## src/rtl/core/udr_pkg.sv

```systemverilog
package udr_pkg;

  localparam int PI_Q13       = 25736;
  localparam int HALF_PI_Q13  = 12868;
  localparam int ATAN_ENTRIES = 24;
  localparam logic signed [33:0] INV_GAIN = 34'sd652032874;

  // atan(2^-i) in Q2.29
  function automatic logic signed [33:0] atan_lut(input int i);
    logic signed [33:0] t;
    case (i)
      0: t = 34'sd421657428;
      1: t = 34'sd248918915;
      2: t = 34'sd131521918;
      3: t = 34'sd66762579;
      4: t = 34'sd33510843;
      5: t = 34'sd16771758;
      6: t = 34'sd8387925;
      7: t = 34'sd4194219;
      8: t = 34'sd2097141;
      9: t = 34'sd1048575;
      default: t = 34'sd1 <<< (29 - i);
    endcase
    return t;
  endfunction

  // front to back: one classified transaction
  typedef struct packed {
    logic signed [31:0] pn;
    logic signed [31:0] pe;
    logic signed [15:0] v;
    logic signed [15:0] h0;
    logic        [15:0] p;
    logic signed [31:0] pr;
  } udr_item_t;

endpackage

```

## src/rtl/core/udr_front.sv

```systemverilog
// Front: captures a transaction and forms period * yaw_rate.
module udr_front import udr_pkg::*; (
  input  logic               clk,
  input  logic               rst_n,
  input  logic               acc,
  input  logic signed [31:0] pn,
  input  logic signed [31:0] pe,
  input  logic signed [15:0] v,
  input  logic signed [15:0] h,
  input  logic signed [15:0] r,
  input  logic        [15:0] p,
  output logic               vld_r,
  output udr_item_t          item_r
);
  always_ff @(posedge clk) begin
    if (!rst_n) vld_r <= 1'b0;
    else vld_r <= acc;
    item_r.pn <= pn;
    item_r.pe <= pe;
    item_r.v  <= v;
    item_r.h0 <= h;
    item_r.p  <= p;
    item_r.pr <= 32'($signed({1'b0, p})) * 32'(r);
  end
endmodule

```

## config.mk

```make
export PLATFORM = sky130hd
export DESIGN_NAME = udr_front
export DESIGN_NICKNAME = d
export VERILOG_FILES = /design/src/rtl/core/udr_pkg.sv /design/src/rtl/core/udr_front.sv
export SDC_FILE = /design/constraint.sdc
export NUM_CORES = 1
export LEC_CHECK = 0
export BUFFER_PORTS_ARGS = -buffer_cell sky130_fd_sc_hd__buf_2
export CAP_MARGIN = 0
export CORE_MARGIN = 8
export CORE_UTILIZATION = 45
export DETAILED_ROUTE_END_ITERATION = 16
export PLACE_DENSITY_LB_ADDON = 0.05
export SYNTH_ARGS = -nofsm -noshare
export SYNTH_HDL_FRONTEND = slang
export SYNTH_SLANG_ARGS = --single-unit
```

## constraint.sdc

```tcl
create_clock -name clk -period 7.8 [get_ports clk]
set_clock_uncertainty 0.1 [all_clocks]
set_input_delay 0.78 -clock clk [delete_from_list [all_inputs] [get_ports clk]]
set_output_delay 0.78 -clock clk [all_outputs]
set_load 0.1 [all_outputs]
```

# Word-level counts from Yosys, hierarchy flattened
# Index checks and enable logic that the tools add are counted.
# word_totals
reg_bits,145
latchBits,0
ramBits,0
rom_bits,0
output_inout_bits,145
word_cells,8
mem_count,0
# classes
addsub,0
mul,1
div_mod_pow,0
order_cmp,0
n_eq_ne,0
shift,0
n_mux,0
bitwise_logic,0
n_reduce_logical,0
# ops
cell,count
multiplier 17 x 16 -> 32 bit,1

# Longest topological paths before layout
# Gate-level depths: netlist of run 1.
# logic_depth
depth_word,1
depth_mapped,21
ltp_nobuf,19

# Worst setup path before layout of run 1
# No wires, ideal clock.
# synth_timing
kind,input -> register
start,input port r[1]
end,register item_r[27] in the netlist's numbering
setup_time_ns,0.117
t_arrival_ns,5.695
t_required_ns,7.583
setup_slack_ns,1.887
stages,18
cell_sequence,clkbuf_1 nand2_1 fa_1 fa_1 inv_1 fa_1 fa_1 fa_1 inv_1 fa_1 inv_1 ha_1 a21oi_1 o21ai_0 or2_2 o31ai_1 and4b_1 nor3_1
# synth_between
elab_chain_len,1
# synth_rtl
element,line_no,source
"start, declared",udr_front.sv:10,"input logic signed [15:0] r,"
multiplier 17 x 16 -> 32 bit,udr_front.sv:23,"item_r.pr <= 32'($signed({1'b0, p})) * 32'(r);"
"end, declared",udr_front.sv:13,output udr_item_t item_r
# Every way passes these cells.
# A chain may end at the register's enable or synchronous reset.

# Worst setup path after layout of run 1
# layout_timing
start,input port p[11]
end,register item_r[27] in the netlist's numbering
# layout_between
elab_chain_len,1
# layout_rtl
element,line_no,source
"start, declared",udr_front.sv:11,"input logic [15:0] p,"
multiplier 17 x 16 -> 32 bit,udr_front.sv:23,
# Every way passes these cells.

==> summary.md, run 1 <==
## Layout
* **commonest non-fill, non-tap cell in the layout** buf_2
* **highest-count cells in the layout ignoring fill and taps** 275 x buf_2, 240 x inv_1, 194 x fa_1
* **number of fill cells** 2451
* **ratio of cells with drive above 1 in the final layout** 0.215
* **Final Core Density** 0.542
* **number of antenna cells inserted** 0
* **area grow syn2layout** 19.3%
* **number of nets at the end of the flow** 1877

## Clocking
* **maximum root-to-sink buffer count** 2
* **CTS tree** yes
* **clock root buffer** clkbuf_16
* **clock buffer count from CTS** 17
* **CTS sink count** 145
* **count of H-tree levels built during CTS** 4
* **total of cells resized after clock tree synthesis** 0
* **post-CTS clock slew at the launch and capture registers of the worst setup and hold paths** 0.08 ns
* **CTS hold repair buffers** 0
* **setup bufs post-CTS** 0

## Timing
* **ratio of final minimum period to clock period** 0.792
* **minimum period implied by the final worst setup slack** 6.18 ns
* **count of final max-slew check failures** 0
* **total setup violations reported at the end of the flow** 0
* **relative slew slack** 0.598
* **actual transition at the worst max-transition pin** 0.598 ns
* **setup repair after global routing missed its margin** false
* **setup tns final** 0 ns
* **Max Fclk** 162 MHz
* **final hold violations** 0

## Global routing
* **total global-route track usage** 0.202
* **antenna violations before repair** 0
* **GRT overflow** 0
* **maximum number of pins on one net before global-route repair** 19
* **via count of the first global-routing pass** 9211
* **first-pass GRT wire length** 49000 um

## Logic synthesis
* **Post-Syn Instances** 1177
* **Primary FF master, synth** dfxtp_1
* **Post-Synth Adder-Cell Area** 0.456
* **mux contribution to synthesized area** 0.000854
* **xor-xnor portion of the synthesized cell area** 0.0232
* **share of synthesized cell area in and, or, nand and nor gates** 0.138
* **post-synthesis instance area** 11700 um^2
* **synthesized-area fraction occupied by ao, oa, aoi and oai cells** 0.0457
* **count of flip-flops with a built-in enable after synthesis** 0
* **Syn Nets** 1619
* **flops & latches, synth** 145
* **Mapped Avg Cell Area** 9.96 um^2
* **ys async rst share** 0
* **Synth warnings** 0
* **distinct cell type count after synthesis** 43
* **sequential cell area fraction in the yosys report** 0.248
* **combinational family with the most area after synthesis** adder cells

## Detailed routing
* **DR vias** 8748
* **post-route ant nets** 0
* **met3 WL post-DR** 1620 um
* **routed wire length** 31400 um
* **post-detailed-route DRC marker count** 0
* **DRC violation total after the first TritonRoute iteration** 425
* **top routing layer in use** met4
* **metal1 wirelength** 11600 um
* **drt first pass iters** 5
* **vias per cell** 4.91
* **met2 wirelength from detailed routing** 17200 um
* **routed length per instance** 17.6 um

## Status
* **status** completed

## Floorplanning
* **die area** 31500 um^2
* **die span in y** 177 um
* **Core Footprint** 25800 um^2
* **number of rows in the core area** 59
* **Die W** 177 um
* **number of ports placed on the die boundary** 276
* **initial cell density of the core** 0.454

## Hold path
* **path type of the worst min-delay path** primary input to flip-flop

## Place
* **buffers added on ports** 275
* **hpwl dp** 25400 um
* **global placer's final weighted congestion** 0.858

## Worst setup path
* **peak fanout along the critical path** 17
* **Setup crit end kind** flip-flop
* **crit start category** primary input
* **Req. time, crit path** 8.02 ns
* **CP Data Arrival Time** 6.40 ns
* **category of the critical setup timing path** primary input to flip-flop

## Flow run
* **max cap viols** 0

==> final cells by class <==
type	count	area (um^2)	share of cell area
multi-input combinational	756	7790	0.557
sequential	145	2900	0.207
timing repair buffer	275	1380	0.0983
inverter	240	901	0.0644
clock buffer	17	425	0.0304
tap	335	419	0.0299
clock inverter	15	183	0.0131
==> worst paths after layout <==
kind / endpoint / start / cells after the start / slack [ns]
setup / recovery: item_r[27] / p[11] / 18 / 1.62
hold / removal: item_r[127] / pn[15] / 1 / 0.34
==> cells by family (layout without fill, tap and decap cells) <==
| family | after synthesis | count (layout) |
|---|---|---|
| buffers and inverters | 276 | 547 |
| multiplexers | 1 | 1 |
| XOR/XNOR | 31 | 31 |
| AO/OA/AOI/OAI | 86 | 86 |
| flip-flops | 145 | 145 |
| adder cells (fa/ha/maj) | 311 | 311 |
| AND/OR/NAND/NOR | 327 | 327 |
==> through the flow <==
| stage | hold WS [ns] | instances | cell area [um^2] | setup WS (ns) |
|---|---|---|---|---|
| after floorplan | 0.708 | 1177 | 11700 | 1.89 |
| after global placement | 0.782 | 1751 | 13400 | 1.23 |
| after detailed placement | 0.784 | 1751 | 13400 | 1.21 |
| after CTS | 0.321 | 1783 | 14000 | 1.63 |
| after global routing | 0.323 | 1783 | 14000 | 1.43 |
| final | 0.342 | 1783 | 14000 | 1.62 |
==> synth_stat cells, types with 3 or more instances <==
library cell  count  share of area
inv_1           240          0.077
fa_1            194           0.33
dfxtp_1         145           0.25
nand2_1         139          0.044
and2_1          124          0.066
ha_1            117           0.12
clkbuf_1         35          0.011
a21oi_1          32          0.014
nor2_1           29         0.0093
xnor2_1          23          0.017
o21ai_0          18         0.0077
nand2b_1          9         0.0048
xor2_1            8         0.0060
nor3_1            7         0.0030
a21o_1            6         0.0038
o211ai_1          6         0.0038
nand3_1           4         0.0017
nand4_1           4         0.0021
o21a_1            4         0.0026
a31oi_1           3         0.0016
and3_1            3         0.0016
==> routing by layer <==
| layer | up-vias | global-route usage |
|---|---|---|
| met5 | - | 0 |
| met4 | 0 | 0.0802 |
| met3 | 41 | 0.0264 |
| met2 | 236 | 0.382 |
| met1 | 4407 | 0.225 |
| li1 | 4064 | - |
==> registers in the layout, summed over array words and instances, names as in the netlist <==
| register | cells |
|---|---|
| item_r | 144 |
| vld_r | 1 |
==> worst max-delay path, cell delays in order <==
cell and delay [ns]:
buf_2 0.37, nand2_1 0.15, fa_1 0.54, fa_1 0.53, inv_1 0.06, fa_1 0.55
fa_1 0.42, fa_1 0.49, inv_1 0.05, fa_1 0.48, inv_1 0.04, ha_1 0.35
a21oi_1 0.24, o21ai_0 0.20, or2_2 0.32, o31ai_1 0.51, and4b_1 0.28, nor3_1 0.05
Power of run 1 is not shown: default switching activity piles up to over one toggle a cycle in this logic, so the estimate is an artifact.
==> run 2: changes to the inputs <==
clock period = 5.6 ns   (was 7.8 ns; I/O delays follow)
==> run 2 against run 1 <==
Net effect:
- first-iteration DRC count did not move
- via count up 4.3%
- die area unchanged
- global-route usage grew 0.29 points
- flip-flop and latch count stayed put
- cell area rose by 7.4%
- hold slack got worse by 0.22 ns
- sequential share of layout area is 1.4 points lower
- critical path type unchanged
- largest cell class unchanged
==> summary.md, run 2 (synthesized netlist as in run 1, its figures left out) <==
## Worst setup path
* **category of the critical setup timing path** primary input to flip-flop
* **start point of the critical path** p[9]
* **CP Data Arrival Time** 5.65 ns
* **standard cell with the maximum stage delay on the critical path** fa_1
* **crit start category** primary input
* **Setup crit end kind** flip-flop
* **cell mode on critical path** fa_1
* **Req. time, crit path** 5.84 ns
* **family with the most delay on the worst path** adder cells
* **peak fanout along the critical path** 11
* **maximum single-stage delay on the critical path** 0.60 ns
* **cell-by-cell listing of the critical path** clkbuf_4 > and2_4 > fa_1 > inv_1 > fa_1 > fa_1 > inv_1 > fa_1 > fa_1 > inv_1 > fa_1 > inv_1 > ha_4 > or3_1 > o211ai_1 > a211oi_2 > nor4_2 > xnor2_1
* **critical path buffer and inverter count** 5

## Detailed routing
* **drt first pass iters** 5
* **DRC violation total after the first TritonRoute iteration** 425
* **DR vias** 9122
* **routed wire length** 31700 um
* **post-route ant nets** 0
* **vias per cell** 4.81
* **routed length per instance** 16.7 um
* **post-detailed-route DRC marker count** 0

## Timing
* **Max Fclk** 185 MHz
* **ratio of final minimum period to clock period** 0.967
* **total setup violations reported at the end of the flow** 0
* **setup repair after global routing missed its margin** false
* **count of final max-slew check failures** 0
* **final hold violations** 0
* **actual transition at the worst max-transition pin** 0.501 ns
* **relative slew slack** 0.664
* **minimum period implied by the final worst setup slack** 5.41 ns
* **setup slack of the critical path after layout** 0.187 ns

## Layout
* **highest-count cells in the layout ignoring fill and taps** 260 x buf_2, 240 x inv_1, 191 x fa_1
* **number of nets at the end of the flow** 1990
* **post-layout instance count excluding filler cells** 1896
* **number of flip-flops in the largest register** 144
* **commonest non-fill, non-tap cell in the layout** buf_2
* **ratio of cells with drive above 1 in the final layout** 0.286
* **area grow syn2layout** 28.2%
* **register with the highest flop count** item_r
* **number of antenna cells inserted** 0
* **largest registers** item_r (144), vld_r (1)

## Global routing
* **via count of the first global-routing pass** 9731
* **first-pass GRT wire length** 50400 um
* **antenna violations before repair** 0
* **maximum number of pins on one net before global-route repair** 19
* **GRT overflow** 0
* **total global-route track usage** 0.205

## Floorplanning
* **die area** 31500 um^2
* **Die W** 177 um
* **number of ports placed on the die boundary** 276
* **initial cell density of the core** 0.454
* **die span in y** 177 um
* **Core Footprint** 25800 um^2
* **number of rows in the core area** 59

## Clocking
* **maximum root-to-sink buffer count** 2
* **clock buffer count from CTS** 17
* **count of H-tree levels built during CTS** 4
* **post-CTS clock slew at the launch and capture registers of the worst setup and hold paths** 0.08 ns
* **CTS tree** yes
* **clock root buffer** clkbuf_16
* **CTS sink count** 145

## Hold path
* **path type of the worst min-delay path** primary input to flip-flop
* **startpoint of the most critical hold path** pn[7]

## Place
* **hpwl dp** 26500 um
* **buffers added on ports** 275
* **placement-stage worst setup slack** -0.496 ns
* **global placer's final weighted congestion** 0.861
* **DP Cell Count** 1862

## Status
* **status** completed

## Flow run
* **max cap viols** 0

run 2: worst paths after layout:
check                      to  slack, ns  cells past startpoint
hold / removal    item_r[119]       0.12                      1
setup / recovery   item_r[30]       0.19                     18
run 2: layout make-up:
| class | instances | area [um^2] |
|---|---|---|
| Fill cell | 2435 | 10800 |
| Multi-Input combinational cell | 756 | 7930 |
| Sequential cell | 145 | 2900 |
| Timing Repair Buffer | 388 | 2270 |
| Inverter | 240 | 901 |
| Clock buffer | 17 | 425 |
| Tap cell | 335 | 419 |
| Clock inverter | 15 | 185 |
run 2: per-stage QoR:
| stage | cell area, um^2 | hold slack (ns) | utilization | setup TNS (ns) |
|---|---|---|---|---|
| detailed placement | 14200 | 0.564 | 0.551 | -5.18 |
| CTS | 14900 | 0.104 | 0.575 | 0 |
| floorplan | 11700 | 0.488 | - | -0.000234 |
| global placement | 14200 | 0.562 | 0.551 | -4.17 |
| finish | 15000 | 0.120 | 0.582 | 0 |
| global route | 15000 | 0.103 | 0.582 | 0 |
run 2: repair_timing:
item                                    CTS  global route
pin swaps                                 0            12
endpoints found under the setup margin    3            14
setup buffers                             0             2
gates resized for setup                   3            52
hold buffers                              0             0
cloned                                    0             0
run 2: layer usage:
layer	share of wire	track usage
met5	0	0
met1	0.39	0.239
met4	0.026	0.0726
met3	0.047	0.0266
met2	0.54	0.379
Power of run 2 is left out for the same reason.
==> run 3: changes to the inputs <==
REMOVE_ABC_BUFFERS = 1   (was default)
==> run 3 against run 2 <==
Net effect:
- worst setup slack lost 0.11 ns
- final cell count increased by 0.84%
- die area unchanged
- wire length is 3.1% lower
- via count is 2.1% lower
- critical endpoint is now item_r[31]
- hold slack worse by 0.00051 ns
- critical path depth increased by 1
- cell area is 0.54% higher
- global-route usage fell by 0.47 points
- utilization is 0.31 points higher
- first-iteration DRC count is 22% lower
==> summary.md, run 3 (synthesized netlist as in run 1, its figures left out) <==
## Worst setup path
* **standard cell with the maximum stage delay on the critical path** fa_1
* **cell-by-cell listing of the critical path** clkbuf_4 > buf_4 > nand2_1 > fa_1 > inv_1 > fa_1 > ha_1 > fa_1 > inv_1 > fa_1 > fa_1 > inv_1 > ha_1 > and3_1 > a221o_1 > o311a_1 > o311ai_1 > nand2_1 > xnor2_1
* **family with the most delay on the worst path** adder cells
* **maximum single-stage delay on the critical path** 0.50 ns
* **cell mode on critical path** fa_1
* **critical path buffer and inverter count** 5
* **CP Data Arrival Time** 5.75 ns
* **category of the critical setup timing path** primary input to flip-flop
* **Setup crit end kind** flip-flop
* **peak fanout along the critical path** 13
* **Req. time, crit path** 5.82 ns
* **crit start category** primary input

## Clocking
* **count of H-tree levels built during CTS** 4
* **CTS sink count** 145
* **CTS hold repair buffers** 0
* **CTS tree** yes
* **clock root buffer** clkbuf_16
* **maximum root-to-sink buffer count** 2
* **post-CTS clock slew at the launch and capture registers of the worst setup and hold paths** 0.08 ns
* **clock buffer count from CTS** 17

## Layout
* **commonest non-fill, non-tap cell in the layout** buf_2
* **number of antenna cells inserted** 0
* **number of flip-flops in the largest register** 144
* **number of nets at the end of the flow** 2006
* **ratio of cells with drive above 1 in the final layout** 0.290
* **area grow syn2layout** 28.9%
* **largest registers** item_r (144), vld_r (1)
* **highest-count cells in the layout ignoring fill and taps** 265 x buf_2, 240 x inv_1, 192 x fa_1
* **register with the highest flop count** item_r
* **Final Core Density** 0.585

## Place
* **hpwl dp** 25800 um
* **global placer's final weighted congestion** 0.828
* **placement-stage worst setup slack** -0.569 ns
* **buffers added on ports** 275

## Hold path
* **endpoint of the worst hold path** item_r[139]
* **path type of the worst min-delay path** primary input to flip-flop
* **number of instances on the worst hold path** 1
* **startpoint of the most critical hold path** pn[27]

## Timing
* **ratio of final minimum period to clock period** 0.987
* **final hold violations** 0
* **minimum period implied by the final worst setup slack** 5.53 ns
* **total setup violations reported at the end of the flow** 0
* **relative slew slack** 0.663
* **setup slack of the critical path after layout** 0.0746 ns
* **setup repair after global routing missed its margin** true
* **count of final max-slew check failures** 0
* **Max Fclk** 181 MHz
* **actual transition at the worst max-transition pin** 0.508 ns

## Detailed routing
* **routed length per instance** 16.1 um
* **routed wire length** 30700 um
* **vias per cell** 4.67
* **drt first pass iters** 5
* **DRC violation total after the first TritonRoute iteration** 331
* **DR vias** 8929
* **post-route ant nets** 0
* **post-detailed-route DRC marker count** 0

## Floorplanning
* **number of ports placed on the die boundary** 276
* **die area** 31500 um^2
* **initial cell density of the core** 0.454
* **Die W** 177 um
* **die span in y** 177 um
* **Core Footprint** 25800 um^2
* **number of rows in the core area** 59

## Global routing
* **antenna violations before repair** 0
* **total global-route track usage** 0.200
* **maximum number of pins on one net before global-route repair** 17
* **GRT overflow** 0
* **via count of the first global-routing pass** 9660
* **first-pass GRT wire length** 49300 um

## Flow run
* **max cap viols** 0

## Status
* **status** completed

## run 3: changes by cell type in the layout (fill, tap and decap cells not counted), moves of 3 or more
cell	change
ha_1	+3
buf_2	+5
ha_4	-5
clkinv_8	-3
buf_4	+11
bufinv_16	+3
## run 3: worst max-delay path by stage
stage,start,endpoint,slack [ns],cells after the start
finish,r[2],item_r[31],0.07,19
CTS,p[7],item_r[24],0.004,20
global placement,p[6],item_r[31],-0.57,19
detailed placement,p[6],item_r[31],-0.57,19
global route,p[7],item_r[31],-0.04,19
floorplan,p[14],item_r[27],0.12,18
## run 3: timing repair
action	4_1_cts	5_1_grt
endpoints found under the hold margin	0	0
pin swaps	0	3
setup endpoints to repair	2	13
setup buffers	0	1
resized for setup	2	33
## run 3: through the flow
step / hold WS (ns) / area [um^2] / instances / TNS [ns]
detailed placement: 0.564 / 14400 / 1879 / -5.20
CTS: 0.106 / 15000 / 1911 / 0
floorplan: 0.488 / 11600 / 1141 / 0
finish: 0.119 / 15100 / 1912 / 0
global route: 0.102 / 15100 / 1912 / -0.0559
global placement: 0.562 / 14400 / 1879 / -4.59
## run 3: final cells by class
type / instances / area, um^2
Tap cell: 335 / 419
Clock buffer: 17 / 425
Clock inverter: 15 / 215
Multi-Input combinational cell: 756 / 7860
Sequential cell: 145 / 2900
Timing Repair Buffer: 404 / 2390
Inverter: 240 / 901
Fill cell: 2351 / 10700
## run 3: layer usage
metal,GRT usage,share of wire,up-vias
li1,-,-,4314
met1,0.240,0.41,4385
met2,0.357,0.52,197
met3,0.0377,0.053,33
met4,0.0625,0.018,0
met5,0,0,-
Power of run 3 is left out for the same reason.
